===== src/ybf_pkg.sv =====
`default_nettype none

package ybf_pkg;

   // frame size limits
   localparam int unsigned MAX_PAIRS_PER_LINE = 2048;
   localparam int unsigned MAX_LINES          = 4096;

   localparam int unsigned PAIRS_W = 12;   // holds 1..MAX_PAIRS_PER_LINE
   localparam int unsigned LINES_W = 13;   // holds 1..MAX_LINES
   localparam int unsigned COL_W   = 11;
   localparam int unsigned ROW_W   = 12;
   localparam int unsigned INDEX_W = 23;
   localparam int unsigned CSR_W   = 13;

   // register map
   typedef enum logic [0:0] {
      CSR_PAIRS_PER_LINE  = 1'b0,
      CSR_LINES_PER_FRAME = 1'b1
   } csr_index_type;

   // bt.601 full range coefficients in q16
   localparam logic signed [17:0] Q_RV = 18'sd91881;
   localparam logic signed [17:0] Q_GU = 18'sd22554;
   localparam logic signed [17:0] Q_GV = 18'sd46802;
   localparam logic signed [17:0] Q_BU = 18'sd116130;

   localparam int unsigned ACC_W = 27;

   typedef struct packed {
      logic [7:0] blue_first;
      logic [7:0] green_first;
      logic [7:0] red_first;
      logic [7:0] blue_second;
      logic [7:0] green_second;
      logic [7:0] red_second;
   } bgr_pair_type;

   // raster position of one transaction
   typedef struct packed {
      logic [COL_W-1:0]   column;
      logic [ROW_W-1:0]   flipped_row;
      logic [PAIRS_W-1:0] pairs;
      logic               frame_end;
   } raster_pos_type;

   // floor of acc / 65536, clamped to 0..255
   function automatic logic [7:0] floor_clamp(input logic signed [ACC_W-1:0] acc);
      logic [7:0] result;
      if (acc[ACC_W-1]) begin
         result = 8'd0;
      end else if (|acc[ACC_W-2:24]) begin
         result = 8'd255;
      end else begin
         result = acc[23:16];
      end
      return result;
   endfunction

endpackage

`default_nettype wire


===== src/ybf_color.sv =====
`default_nettype none

module ybf_color (
   input  wire logic [7:0]              luma_first,
   input  wire logic [7:0]              chroma_blue,
   input  wire logic [7:0]              luma_second,
   input  wire logic [7:0]              chroma_red,
   output ybf_pkg::bgr_pair_type        pixels
);
   import ybf_pkg::*;

   logic signed [8:0]       u_val;
   logic signed [8:0]       v_val;
   logic signed [ACC_W-1:0] delta_b;
   logic signed [ACC_W-1:0] delta_g;
   logic signed [ACC_W-1:0] delta_r;
   logic signed [ACC_W-1:0] base_first;
   logic signed [ACC_W-1:0] base_second;

   // remove chroma offset
   assign u_val = $signed({1'b0, chroma_blue}) - 9'sd128;
   assign v_val = $signed({1'b0, chroma_red}) - 9'sd128;

   // chroma terms shared by both pixels
   assign delta_b = u_val * Q_BU;
   assign delta_r = v_val * Q_RV;
   assign delta_g = -(u_val * Q_GU) - (v_val * Q_GV);

   assign base_first  = $signed({3'b000, luma_first, 16'h0000});
   assign base_second = $signed({3'b000, luma_second, 16'h0000});

   always_comb begin
      pixels.blue_first   = floor_clamp(base_first + delta_b);
      pixels.green_first  = floor_clamp(base_first + delta_g);
      pixels.red_first    = floor_clamp(base_first + delta_r);
      pixels.blue_second  = floor_clamp(base_second + delta_b);
      pixels.green_second = floor_clamp(base_second + delta_g);
      pixels.red_second   = floor_clamp(base_second + delta_r);
   end

endmodule

`default_nettype wire


===== src/ybf_raster.sv =====
`default_nettype none

module ybf_raster (
   input  wire logic                       clock,
   input  wire logic                       reset,
   input  wire logic                       csr_write_en,
   input  wire logic [0:0]                 csr_index,
   input  wire logic [ybf_pkg::CSR_W-1:0]  csr_wdata,
   input  wire logic                       advance,
   output ybf_pkg::raster_pos_type         pos
);
   import ybf_pkg::*;

   logic [PAIRS_W-1:0] pairs_cfg_ff;
   logic [LINES_W-1:0] lines_cfg_ff;
   logic [COL_W-1:0]   column_ff;
   logic [COL_W-1:0]   column_in;
   logic [ROW_W-1:0]   row_ff;
   logic [ROW_W-1:0]   row_in;

   logic [PAIRS_W-1:0] pairs_eff;
   logic [LINES_W-1:0] lines_eff;
   logic [COL_W-1:0]   column_eff;
   logic [ROW_W-1:0]   row_eff;
   logic               last_col;
   logic               last_row;
   logic [LINES_W-1:0] flipped_wide;

   // zero acts as one, oversize saturates at the limit
   always_comb begin
      if (pairs_cfg_ff == '0) begin
         pairs_eff = PAIRS_W'(1);
      end else if (pairs_cfg_ff > PAIRS_W'(MAX_PAIRS_PER_LINE)) begin
         pairs_eff = PAIRS_W'(MAX_PAIRS_PER_LINE);
      end else begin
         pairs_eff = pairs_cfg_ff;
      end
      if (lines_cfg_ff == '0) begin
         lines_eff = LINES_W'(1);
      end else if (lines_cfg_ff > LINES_W'(MAX_LINES)) begin
         lines_eff = LINES_W'(MAX_LINES);
      end else begin
         lines_eff = lines_cfg_ff;
      end
   end

   // counters left beyond a shrunken frame restart at zero
   assign column_eff = ({1'b0, column_ff} >= pairs_eff) ? '0 : column_ff;
   assign row_eff    = ({1'b0, row_ff} >= lines_eff) ? '0 : row_ff;

   assign last_col = (({1'b0, column_eff} + PAIRS_W'(1)) == pairs_eff);
   assign last_row = (({1'b0, row_eff} + LINES_W'(1)) == lines_eff);

   assign flipped_wide = lines_eff - LINES_W'(1) - {1'b0, row_eff};

   always_comb begin
      pos.column      = column_eff;
      pos.flipped_row = flipped_wide[ROW_W-1:0];
      pos.pairs       = pairs_eff;
      pos.frame_end   = last_col && last_row;
   end

   always_comb begin
      if (last_col) begin
         column_in = '0;
         row_in    = last_row ? '0 : row_eff + ROW_W'(1);
      end else begin
         column_in = column_eff + COL_W'(1);
         row_in    = row_eff;
      end
   end

   always_ff @(posedge clock) begin
      if (reset) begin
         pairs_cfg_ff <= PAIRS_W'(320);
         lines_cfg_ff <= LINES_W'(480);
         column_ff    <= '0;
         row_ff       <= '0;
      end else begin
         if (csr_write_en) begin
            unique case (csr_index_type'(csr_index))
               CSR_PAIRS_PER_LINE:  pairs_cfg_ff <= csr_wdata[PAIRS_W-1:0];
               CSR_LINES_PER_FRAME: lines_cfg_ff <= csr_wdata[LINES_W-1:0];
               default: ;
            endcase
         end
         if (advance) begin
            column_ff <= column_in;
            row_ff    <= row_in;
         end
      end
   end

endmodule

`default_nettype wire


===== src/yuyv_to_bgr_flip_converter.sv =====
`default_nettype none

// yuyv 4:2:2 macropixel to bgr888 pixel pair, with a bottom-up raster slot
//
// request channel: one transaction per yuyv macropixel (two lumas, shared u/v),
//   taken at a clock edge with req_valid high and req_stall low
// response channel: six clamped 8-bit colors, the pair slot in the vertically
//   flipped frame and frame_end on the last macropixel, presented with
//   rsp_valid and taken when rsp_stall is low
// config port: csr_write_en with csr_index 0 (pairs per line) or 1 (lines per
//   frame); write only while no transaction is in flight
// stages: an input register then a result register; the color
//   multiplies and the slot multiply sit between the two
// throughput: one transaction per cycle while rsp_stall is low, set by the
//   single pass between the two registers
// stall: a full result register holds while rsp_stall is high; an empty input
//   register still takes one more transaction, and once both registers
//   are full req_stall follows rsp_stall in the same cycle
// reset: both stages empty, column and row counters at zero, frame size
//   back to 320 pairs by 480 lines
module yuyv_to_bgr_flip_converter (
   input  wire logic                          clock,
   input  wire logic                          reset,

   input  wire logic                          csr_write_en,
   input  wire logic [0:0]                    csr_index,
   input  wire logic [ybf_pkg::CSR_W-1:0]     csr_wdata,

   input  wire logic                          req_valid,
   output      logic                          req_stall,
   input  wire logic [7:0]                    req_luma_first,
   input  wire logic [7:0]                    req_chroma_blue,
   input  wire logic [7:0]                    req_luma_second,
   input  wire logic [7:0]                    req_chroma_red,

   output      logic                          rsp_valid,
   input  wire logic                          rsp_stall,
   output      logic [7:0]                    rsp_blue_first,
   output      logic [7:0]                    rsp_green_first,
   output      logic [7:0]                    rsp_red_first,
   output      logic [7:0]                    rsp_blue_second,
   output      logic [7:0]                    rsp_green_second,
   output      logic [7:0]                    rsp_red_second,
   output      logic [ybf_pkg::INDEX_W-1:0]   rsp_pair_index,
   output      logic                          rsp_frame_end
);
   import ybf_pkg::*;

   // input stage
   logic           in_valid_ff;
   logic [7:0]     luma_first_ff;
   logic [7:0]     chroma_blue_ff;
   logic [7:0]     luma_second_ff;
   logic [7:0]     chroma_red_ff;
   raster_pos_type pos_ff;

   // result stage
   logic               out_valid_ff;
   bgr_pair_type       pixels_ff;
   logic [INDEX_W-1:0] pair_index_ff;
   logic               frame_end_ff;

   logic               req_take;
   logic               out_load;
   logic               in_load;
   raster_pos_type     pos_now;
   bgr_pair_type       pixels_now;
   logic [PAIRS_W+ROW_W-1:0] slot_product;
   logic [PAIRS_W+ROW_W-1:0] slot_sum;

   // result register frees when empty or being taken
   assign out_load  = !out_valid_ff || !rsp_stall;
   // input register frees when empty or moving on
   assign in_load   = !in_valid_ff || out_load;
   assign req_stall = !in_load;
   assign req_take  = req_valid && in_load;

   // counters step once per accepted transaction
   ybf_raster u_raster (
      .clock        (clock),
      .reset        (reset),
      .csr_write_en (csr_write_en),
      .csr_index    (csr_index),
      .csr_wdata    (csr_wdata),
      .advance      (req_take),
      .pos          (pos_now)
   );

   always_ff @(posedge clock) begin
      if (reset) begin
         in_valid_ff <= 1'b0;
      end else if (in_load) begin
         in_valid_ff <= req_valid;
      end
   end

   always_ff @(posedge clock) begin
      if (req_take) begin
         luma_first_ff  <= req_luma_first;
         chroma_blue_ff <= req_chroma_blue;
         luma_second_ff <= req_luma_second;
         chroma_red_ff  <= req_chroma_red;
         pos_ff         <= pos_now;
      end
   end

   // color conversion from the input register
   ybf_color u_color (
      .luma_first  (luma_first_ff),
      .chroma_blue (chroma_blue_ff),
      .luma_second (luma_second_ff),
      .chroma_red  (chroma_red_ff),
      .pixels      (pixels_now)
   );

   // slot in the flipped raster: flipped_row * pairs + column
   assign slot_product = pos_ff.flipped_row * pos_ff.pairs;
   assign slot_sum     = slot_product + (PAIRS_W+ROW_W)'(pos_ff.column);

   always_ff @(posedge clock) begin
      if (reset) begin
         out_valid_ff <= 1'b0;
      end else if (out_load) begin
         out_valid_ff <= in_valid_ff;
      end
   end

   always_ff @(posedge clock) begin
      if (out_load && in_valid_ff) begin
         pixels_ff     <= pixels_now;
         pair_index_ff <= slot_sum[INDEX_W-1:0];
         frame_end_ff  <= pos_ff.frame_end;
      end
   end

   assign rsp_valid        = out_valid_ff;
   assign rsp_blue_first   = pixels_ff.blue_first;
   assign rsp_green_first  = pixels_ff.green_first;
   assign rsp_red_first    = pixels_ff.red_first;
   assign rsp_blue_second  = pixels_ff.blue_second;
   assign rsp_green_second = pixels_ff.green_second;
   assign rsp_red_second   = pixels_ff.red_second;
   assign rsp_pair_index   = pair_index_ff;
   assign rsp_frame_end    = frame_end_ff;

endmodule

`default_nettype wire

===== config.mk =====
export PLATFORM = sky130hd
export DESIGN_NAME = yuyv_to_bgr_flip_converter
export DESIGN_NICKNAME = d
export VERILOG_FILES = /design/src/ybf_pkg.sv /design/src/ybf_color.sv /design/src/ybf_raster.sv /design/src/yuyv_to_bgr_flip_converter.sv
export SDC_FILE = /design/constraint.sdc
export NUM_CORES = 1
export LEC_CHECK = 0
export ABC_CLOCK_PERIOD_IN_PS = 24400
export BUFFER_PORTS_ARGS = -buffer_cell sky130_fd_sc_hd__buf_2
export CORE_UTILIZATION = 30
export DETAILED_ROUTE_END_ITERATION = 16
export SETUP_SLACK_MARGIN = 0.4
export SYNTH_ARGS = -nofsm -noshare
export SYNTH_HDL_FRONTEND = slang
export SYNTH_SLANG_ARGS = --single-unit

===== constraint.sdc =====
create_clock -name clock -period 24.4 [get_ports clock]
set_clock_uncertainty 0.2 [all_clocks]
set_input_delay 4.88 -clock clock [delete_from_list [all_inputs] [get_ports clock]]
set_output_delay 4.88 -clock clock [all_outputs]
set_load 0.02 [all_outputs]

==> reports/qor.yml, run 1 <==
status:
  status: "completed"
worst_hold_path:
  min_to: "u_raster.lines_cfg_ff[0]"
  worstHoldStart: "u_raster.lines_cfg_ff[0]"
  hold_class: "reg -> reg"
  hold_depth: 2
sta:
  post-route-min-period_ps: 10440
  rsz0062_at_grt: "no"
  setup_viol: 0
  period_share_pct: 42.8
  slew_viol_final: 0
  setup_tns_ps: 0
  slew_headroom_pct: 25.1
  worst_pin_slew_ps: 1120
  hold_viol: 0
  max_freq_ghz: 0.0958
setup_path:
  timing.rr.end: "rsp_green_first[4]"
  cp-end-kind: "output port"
  rr_worst_depth: 35
  cp-start-kind: "input pin"
  r2r_start: "chroma_red_ff[0]"
  arrival_ps: 5360
  rrSetupSlack_ps: 14450
  crit_required_ps: 19320
  path_class: "in -> out"
  crit_fanout: 3
floorplan:
  core_mm2: 0.0822
  initial_core_util_pct: 30.3
  die_h_um: 290
  die_w_um: 290
  ios: 125
  die-area_mm2: 0.0843
  num_rows: 105
global_routing:
  antenna_found_initial: 1
  overflow: 0
  grt_max_degree: 68
  grt_pass1_vias: 18000
  track_usage_pct: 14.1
  grt_pass1_wl_um: 95300
yosys:
  synth_cell_types: 78
  synth-edff-count: 140
  yosys.area.top_type: "ha_1"
  syn-num-nets: 3369
  synth-seq-cells: 190
  synth_area_leaders: "ha_1 23%, fa_1 17%, edfxtp_1 17%"
  yosysMostFrequentCell: "ha_1"
  ys.flop_type: "edfxtp_1"
  synth_warnings: 0
  syn_area_mm2: 0.0250
  syn-instance-count: 2645
  synth_common_cells: "461 x ha_1, 415 x inv_1, 235 x nand2_1"
  postSynth.asyncResetShare_pct: 0
  synth_top_cell_area_share_pct: 23.1
  ys_seq_area_share_pct: 20.9
  syn_avg_cell_area_um2: 9.43
final_layout:
  area_growth_pct: 9.71
  n_antenna_cell: 0
  drive_gt1_share_pct: 7.36
  finalNetCount: 3457
  fill_cells: 8451
cts:
  postCtsSetupRepairBufs: 0
  numClockSinks: 190
  root_buffer: "clkbuf_16"
  cts_tree: "built"
  cts_resized: 0
  ctsHoldBuffers: 0
  clk_pin_slew_ps: 90
  clockBufferDepth: 2
  insertion_delay_ps: 520
  cts_buffers: 17
  htreeDepth: 4
run:
  maxCapViolations: 0
placed_design:
  hpwl_um: 47600
  portBuffers: 124
  place_congestion: 0.875
route:
  routed_wl_um: 58100
  drtIter0Drc: 850
  dr.pass1.iters: 6
  routedWlPerCell_um: 15.2
  viasPerCell: 4.79
  ant_nets: 0
  via_count: 18300
  drc: 0
[worst max-delay path by stage]
stage,start,end,depth (start not counted)
after CTS,rsp_stall,req_stall,4
after floorplan,rsp_stall,rsp_blue_first[0],1
after detailed placement,rsp_stall,req_stall,4
after global routing,chroma_red_ff[7],rsp_green_first[5],36
after global placement,rsp_stall,req_stall,4
final,rsp_stall,req_stall,4
[layout make-up]
cell class | count | area, µm² | area share, %
repair buffers | 131 | 673 | 2.46
flip-flops and latches | 190 | 5200 | 19.0
clock buffers | 18 | 450 | 1.65
inverters | 416 | 1560 | 5.71
clock inverters | 14 | 180 | 0.658
well taps | 1070 | 1340 | 4.89
multi-input cells | 1977 | 18000 | 65.6
[worst max-delay path, stage by stage]
cell and delay (ps):
buf_2 120, nand3_1 130, inv_1 70, buf_2 150
[metal layers]
layer  vias up  share of wire, %  GRT usage (%)
li1       9192                 -              -
met1      8731                50           20.1
met2       311                45           22.3
met3        38               3.4           1.97
met4         0               1.4           3.66
met5         -                 0              0
[registers in the layout (all words and copies together) (netlist names)]
signal / flops
rsp_red_first: 8
rsp_green_first: 8
pos_ff: 36
rsp_valid: 1
rsp_frame_end: 1
rsp_blue_first: 8
rsp_red_second: 8
u_raster.lines_cfg_ff: 13
rsp_pair_index: 23
rsp_green_second: 8
chroma_red_ff: 8
rsp_blue_second: 8
in_valid_ff: 1
u_raster.row_ff: 12
luma_first_ff: 8
chroma_blue_ff: 8
luma_second_ff: 8
u_raster.pairs_cfg_ff: 12
u_raster.column_ff: 11
[placed cells by master (no fill, tap or decap), types with 39 or more instances in the layout]
| cell | count |
|---|---|
| buf_2 | 124 |
| a21o_1 | 41 |
| and2_1 | 62 |
| dfxtp_1 | 50 |
| fa_1 | 212 |
| nand2b_1 | 39 |
| o21ai_0 | 56 |
| inv_1 | 414 |
| xor2_1 | 57 |
| xnor2_1 | 105 |
| edfxtp_1 | 140 |
| ha_1 | 461 |
| nor2_1 | 114 |
| nand2_1 | 235 |
| a21oi_1 | 157 |
[stage by stage]
stage                     std cells  setup slack, ps  util (%)  hold WS, ps  area, µm²
after floorplan                2645            13470         -          200      25000
after global placement         3784            13970      32.5          249      26700
after detailed placement       3784            13960      32.5          245      26700
after CTS                      3816            13960      33.3          267      27400
after global routing           3816            13670      33.3          301      27400
final                          3816            13960      33.3          267      27400
[cell families (layout without fill, tap and decap cells)]
| kind of cell | Yosys count | count (layout) | share of synthesized area [%] |
|---|---|---|---|
| and+or+nand+nor | 649 | 649 | 12.7 |
| AOI/OAI and AO/OA | 478 | 478 | 12.8 |
| DFF | 190 | 190 | 20.9 |
| buffers and inverters | 478 | 579 | 7.21 |
| adders and majority gates | 675 | 675 | 40.2 |
| xor gates and xnor gates | 164 | 164 | 5.87 |
| muxes | 11 | 11 | 0.441 |
Power of run 1 is not shown: default switching activity piles up to over one toggle a cycle in this logic, so the estimate is an artifact.
==> run 2: changes to the inputs <==
ABC_AREA = 1   (was default)
ABC_CLOCK_PERIOD_IN_PS = 10950   (was 24400)
clock period = 10.95 ns   (was 24.4 ns; I/O delays follow)
==> reports/qor.yml, run 2 <==
floorplan:
  ios: 125  # unchanged
  die_h_um: 291  # +0.18%
  die-area_mm2: 0.0846  # +0.36%
  die_w_um: 291  # +0.18%
  initial_core_util_pct: 30.4  # +0.061 points
  core_mm2: 0.0824  # +0.16%
  num_rows: 105  # unchanged
yosys:
  synth-seq-cells: 190  # unchanged
  syn-instance-count: 2947  # +11%
  yosys.area.top_type: "ha_1"
  ys_seq_area_share_pct: 20.8  # -0.075 points
  synth-edff-count: 140  # unchanged
  syn-num-nets: 3671  # +9.0%
  syn_avg_cell_area_um2: 8.50  # -9.9%
  synth_warnings: 0  # unchanged
  postSynth.asyncResetShare_pct: 0  # unchanged
  yosysMostFrequentCell: "inv_1"
  synth_top_cell_area_share_pct: 23.0  # -0.083 points
  synth_cell_types: 51  # -35%
  synth_area_leaders: "ha_1 23%, fa_1 17%, edfxtp_1 17%"
  ys.flop_type: "edfxtp_1"
  synth_common_cells: "585 x inv_1, 546 x nand2_1, 461 x ha_1"
  syn_area_mm2: 0.0250  # +0.36%
final_layout:
  n_antenna_cell: 0  # unchanged
  drive_gt1_share_pct: 7.21  # -0.15 points
  area_growth_pct: 9.78  # about the same
  final_common_cell: "inv_1"
  mostFrequentLayoutCells: "584 x inv_1, 546 x nand2_1, 461 x ha_1"
  fill_cells: 8560  # +1.3%
  regMostFlops: "pos_ff"
  largest_reg_flops: 36  # unchanged
  finalNetCount: 3777  # +9.3%
sta:
  period_share_pct: 81.3
  max_freq_ghz: 0.112
  setup_tns_ps: 0  # unchanged
  post-route-min-period_ps: 8910
  hold_viol: 0  # unchanged
  setup_viol: 0  # unchanged
  rsz0062_at_grt: "no"
  slew_headroom_pct: 27.9  # +2.7 points
  worst_pin_slew_ps: 1080  # -36.7 ps
  slew_viol_final: 0  # unchanged
global_routing:
  grt_max_degree: 72  # +5.9%
  grt_pass1_vias: 18900  # +5.4%
  overflow: 0  # unchanged
  grt_pass1_wl_um: 99000  # +3.9%
  track_usage_pct: 14.8  # +0.73 points
  antenna_found_initial: 6  # +5
route:
  routedWlPerCell_um: 14.8  # -3.1%
  dr.pass1.iters: 6  # unchanged
  drtIter0Drc: 1061  # +25%
  ant_nets: 0  # unchanged
  viasPerCell: 4.57  # -4.6%
  routed_wl_um: 61100  # +5.0%
  drc: 0  # unchanged
  via_count: 18900  # +3.4%
setup_path:
  crit_fanout: 14  # +11
  cp-end-kind: "flop"
  max_stage_delay_ps: 780  # +630 ps
  arrival_ps: 9070  # +3710 ps
  crit_required_ps: 11110  # -8210 ps
  path_class: "reg -> reg"
  cp_slowest_cell: "edfxtp_1"
  crit_family: "adder cells"
  crit_buf_inv: 6  # +3
  cp-start-kind: "flop"
run:
  maxCapViolations: 0  # unchanged
worst_hold_path:
  hold_class: "reg -> reg"
cts:
  cts_resized: 0  # unchanged
  postCtsSetupRepairBufs: 0  # unchanged
  clk_pin_slew_ps: 80  # about the same
  insertion_delay_ps: 500  # -20 ps
  numClockSinks: 190  # unchanged
  cts_tree: "built"
  clockBufferDepth: 2  # unchanged
  ctsHoldBuffers: 0  # unchanged
  root_buffer: "clkbuf_16"
  cts_buffers: 17  # unchanged
  htreeDepth: 4  # unchanged
placed_design:
  portBuffers: 124  # unchanged
  place_congestion: 0.876  # +0.10%
  hpwl_um: 50500  # +6.1%
status:
  status: "completed"
==> run 2: cell types whose count changed after synthesis, moves of 30 or more <==
cell	change
nand2_1	+311
inv_1	+170
nand3_1	+77
a21oi_1	+59
and2_1	-58
xor2_1	+52
xnor2_1	-47
nand2b_1	-39
o21a_1	-36
a21o_1	-31
nor2_1	+30
==> run 2: kinds of logic (layout without fill, tap and decap cells) <==
family / count (synthesis) / in the layout / synth area share (%)
simple gates: 895 / 895 / 15.2
fa+ha+maj: 673 / 673 / 40.0
buf+inv: 640 / 759 / 9.65
compound gates: 379 / 379 / 8.35
flops: 190 / 190 / 20.8
xor+xnor: 170 / 170 / 6.06
==> run 2: worst register-to-register path: cells and delay by family, from the launching register on <==
kind | cells | cell delay (ps)
simple gates | 11 | 1090
fa+ha+maj | 8 | 2980
compound gates | 10 | 1740
buf+inv | 6 | 880
flops | 1 | 780
xor+xnor | 4 | 1110
==> run 2: metal layers <==
layer	global-route usage (%)	up-vias	part of all wire, %
met4	4.34	2	1.9
li1	-	9709	-
met3	2.47	55	3.8
met1	21.4	8835	53
met5	0	-	0.021
met2	22.5	288	42
==> run 2: path summary, 6_finish.rpt <==
path                          from                  to  slack, ps  cells past startpoint
setup / recovery  chroma_red_ff[7]  rsp_green_first[1]       2040                     39
hold reg to reg          pos_ff[0]       rsp_frame_end        250                      0
hold / removal           pos_ff[0]       rsp_frame_end        250                      0
setup reg to reg  chroma_red_ff[7]  rsp_green_first[1]       2040                     39
==> run 2: through the flow <==
step	cell area (µm²)	cells	util, %	hold WS, ps	setup WS (ps)
finish	27500	4136	33.4	248	2040
global route	27500	4136	33.4	255	1090
CTS	27500	4136	33.4	256	1960
detailed placement	26900	4104	32.6	241	2040
global placement	26900	4104	32.6	243	2210
floorplan	25000	2947	-	200	3230
==> run 2: area by class of cell <==
type	count	area (µm²)	share of cell area (%)
Clock inverter	10	108	0.391
Clock buffer	22	508	1.85
Inverter	599	2250	8.18
Multi-Input combinational cell	2117	17400	63.4
Sequential cell	190	5200	18.9
Timing Repair Buffer	128	651	2.37
Tap cell	1070	1340	4.87
Power of run 2 is left out for the same reason.
==> run 3: changes to the inputs <==
ABC_AREA = 0   (was 1)
ABC_CLOCK_PERIOD_IN_PS = 8650   (was 10950)
clock period = 8.65 ns   (was 10.95 ns; I/O delays follow)
==> reports/qor.yml, run 3 (synthesis gave the netlist of run 1 again) <==
status:
  status: "completed"
route:
  routed_wl_um: 61500  # +0.76%
  routedWlPerCell_um: 15.8  # +7.3%
  viasPerCell: 4.79  # +5.0%
  dr.pass1.iters: 5  # -1
  drc: 0  # unchanged
  ant_nets: 0  # unchanged
  drtIter0Drc: 1029  # -3.0%
  via_count: 18600  # -1.4%
placed_design:
  dpl_cell_area_mm2: 0.0270  # +0.52%
  hpwl_um: 50200  # -0.63%
  portBuffers: 124  # unchanged
  place_congestion: 0.872  # -0.35%
final_layout:
  drive_gt1_share_pct: 11.8  # +4.6 points
  fin_util_pct: 34.4  # +0.99 points
  regMostFlops: "pos_ff"
  mostFrequentLayoutCells: "447 x ha_1, 411 x inv_1, 235 x nand2_1"
  fill_cells: 8441  # -1.4%
  multi_input_area_mm2: 0.0184  # +5.3%
  finalNetCount: 3524  # -6.7%
  n_antenna_cell: 0  # unchanged
  area_growth_pct: 13.3
  largest_reg_flops: 36  # unchanged
  design_area_mm2: 0.0283  # +2.8%
  seqCellArea_mm2: 0.00520  # unchanged
  final_common_cell: "ha_1"
cts:
  cts_tree: "built"
  ctsHoldBuffers: 0  # unchanged
  insertion_delay_ps: 500  # about the same
  clk_pin_slew_ps: 90  # about the same
  numClockSinks: 190  # unchanged
  cts_buffers: 17  # unchanged
  root_buffer: "clkbuf_16"
  clockBufferDepth: 2  # unchanged
  htreeDepth: 4  # unchanged
global_routing:
  antenna_found_initial: 1  # -5
  overflow: 0  # unchanged
  grt_pass1_vias: 18200  # -3.7%
  track_usage_pct: 14.6  # -0.19 points
  grt_pass1_wl_um: 97900  # -1.1%
  grt_max_degree: 79  # +9.7%
floorplan:
  die-area_mm2: 0.0843  # -0.36%
  ios: 125  # unchanged
  core_mm2: 0.0822  # -0.16%
  die_w_um: 290  # -0.18%
  num_rows: 105  # unchanged
  die_h_um: 290  # -0.18%
  initial_core_util_pct: 30.3  # -0.061 points
sta:
  setup_viol: 0  # unchanged
  setup_tns_ps: 0  # unchanged
  period_share_pct: 92.8  # +12 points
  slew_viol_final: 0  # unchanged
  hold_viol: 0  # unchanged
  post-route-min-period_ps: 8030  # -876 ps
  slew_headroom_pct: 24.2  # -3.7 points
  rsz0062_at_grt: "yes"
  max_freq_ghz: 0.125  # +11%
  worst_pin_slew_ps: 1130  # +50.6 ps
setup_path:
  max_stage_delay_ps: 550  # -230 ps
  cp-start-kind: "flop"
  crit_required_ps: 8710  # -2400 ps
  crit_buf_inv: 17  # +11
  path_class: "reg -> reg"
  cpMostUsedCell: "buf_4"
  rrSetupSlack_ps: 620  # -1420 ps
  crit_fanout: 4  # -10
  cp-end-kind: "flop"
  cp_slowest_cell: "fa_1"
  crit_family: "adder cells"
  arrival_ps: 8090  # -980 ps
worst_hold_path:
  hold_class: "reg -> reg"
run:
  maxCapViolations: 0  # unchanged
[run 3: cell types whose count changed in the layout (fill, tap and decap cells not counted), moves of 54 or more]
cell,before,now
and2_1,4,62
nand3_1,113,36
inv_1,584,411
nand2_1,546,235
a21oi_1,215,148
buf_4,4,72
xor2_1,109,55
[run 3: area by class of cell]
type                       instances  share of cell area [%]
multi-input combinational       1977                    64.9
sequential                       190                    18.4
inverter                         416                    5.55
tap                             1070                    4.74
timing repair buffer             198                    4.19
clock buffer                      17                    1.50
clock inverter                    15                   0.691
[run 3: final timing paths]
path | start | endpoint | depth (start not counted)
max | chroma_red_ff[2] | rsp_green_first[4] | 42
min | pos_ff[0] | rsp_frame_end | 0
max reg2reg | chroma_red_ff[2] | rsp_green_first[4] | 42
min reg2reg | pos_ff[0] | rsp_frame_end | 0
[run 3: metal layers]
metal  wire [µm]  global-route usage, %  vias to the layer above
met4         853                   3.45                        0
met5           0                      0                        -
met2       26000                   21.8                      420
li1            -                      -                     9317
met3        3360                   2.79                       57
met1       31300                   21.6                     8822
[run 3: metrics by stage]
step                      setup slack [ps]  cells  hold WS [ps]
after floorplan                        402   2645           200
after global placement                 107   3815           202
after detailed placement             -18.2   3815           238
after CTS                              415   3872           259
after global routing                   294   3883           256
final                                  620   3883           247
[run 3: timing repair]
item	4_1_cts	5_1_grt
pin swaps	14	49
gates resized for setup	17	64
endpoints found under the setup margin	16	32
buffers inserted	25	11
Power of run 3 is left out for the same reason.
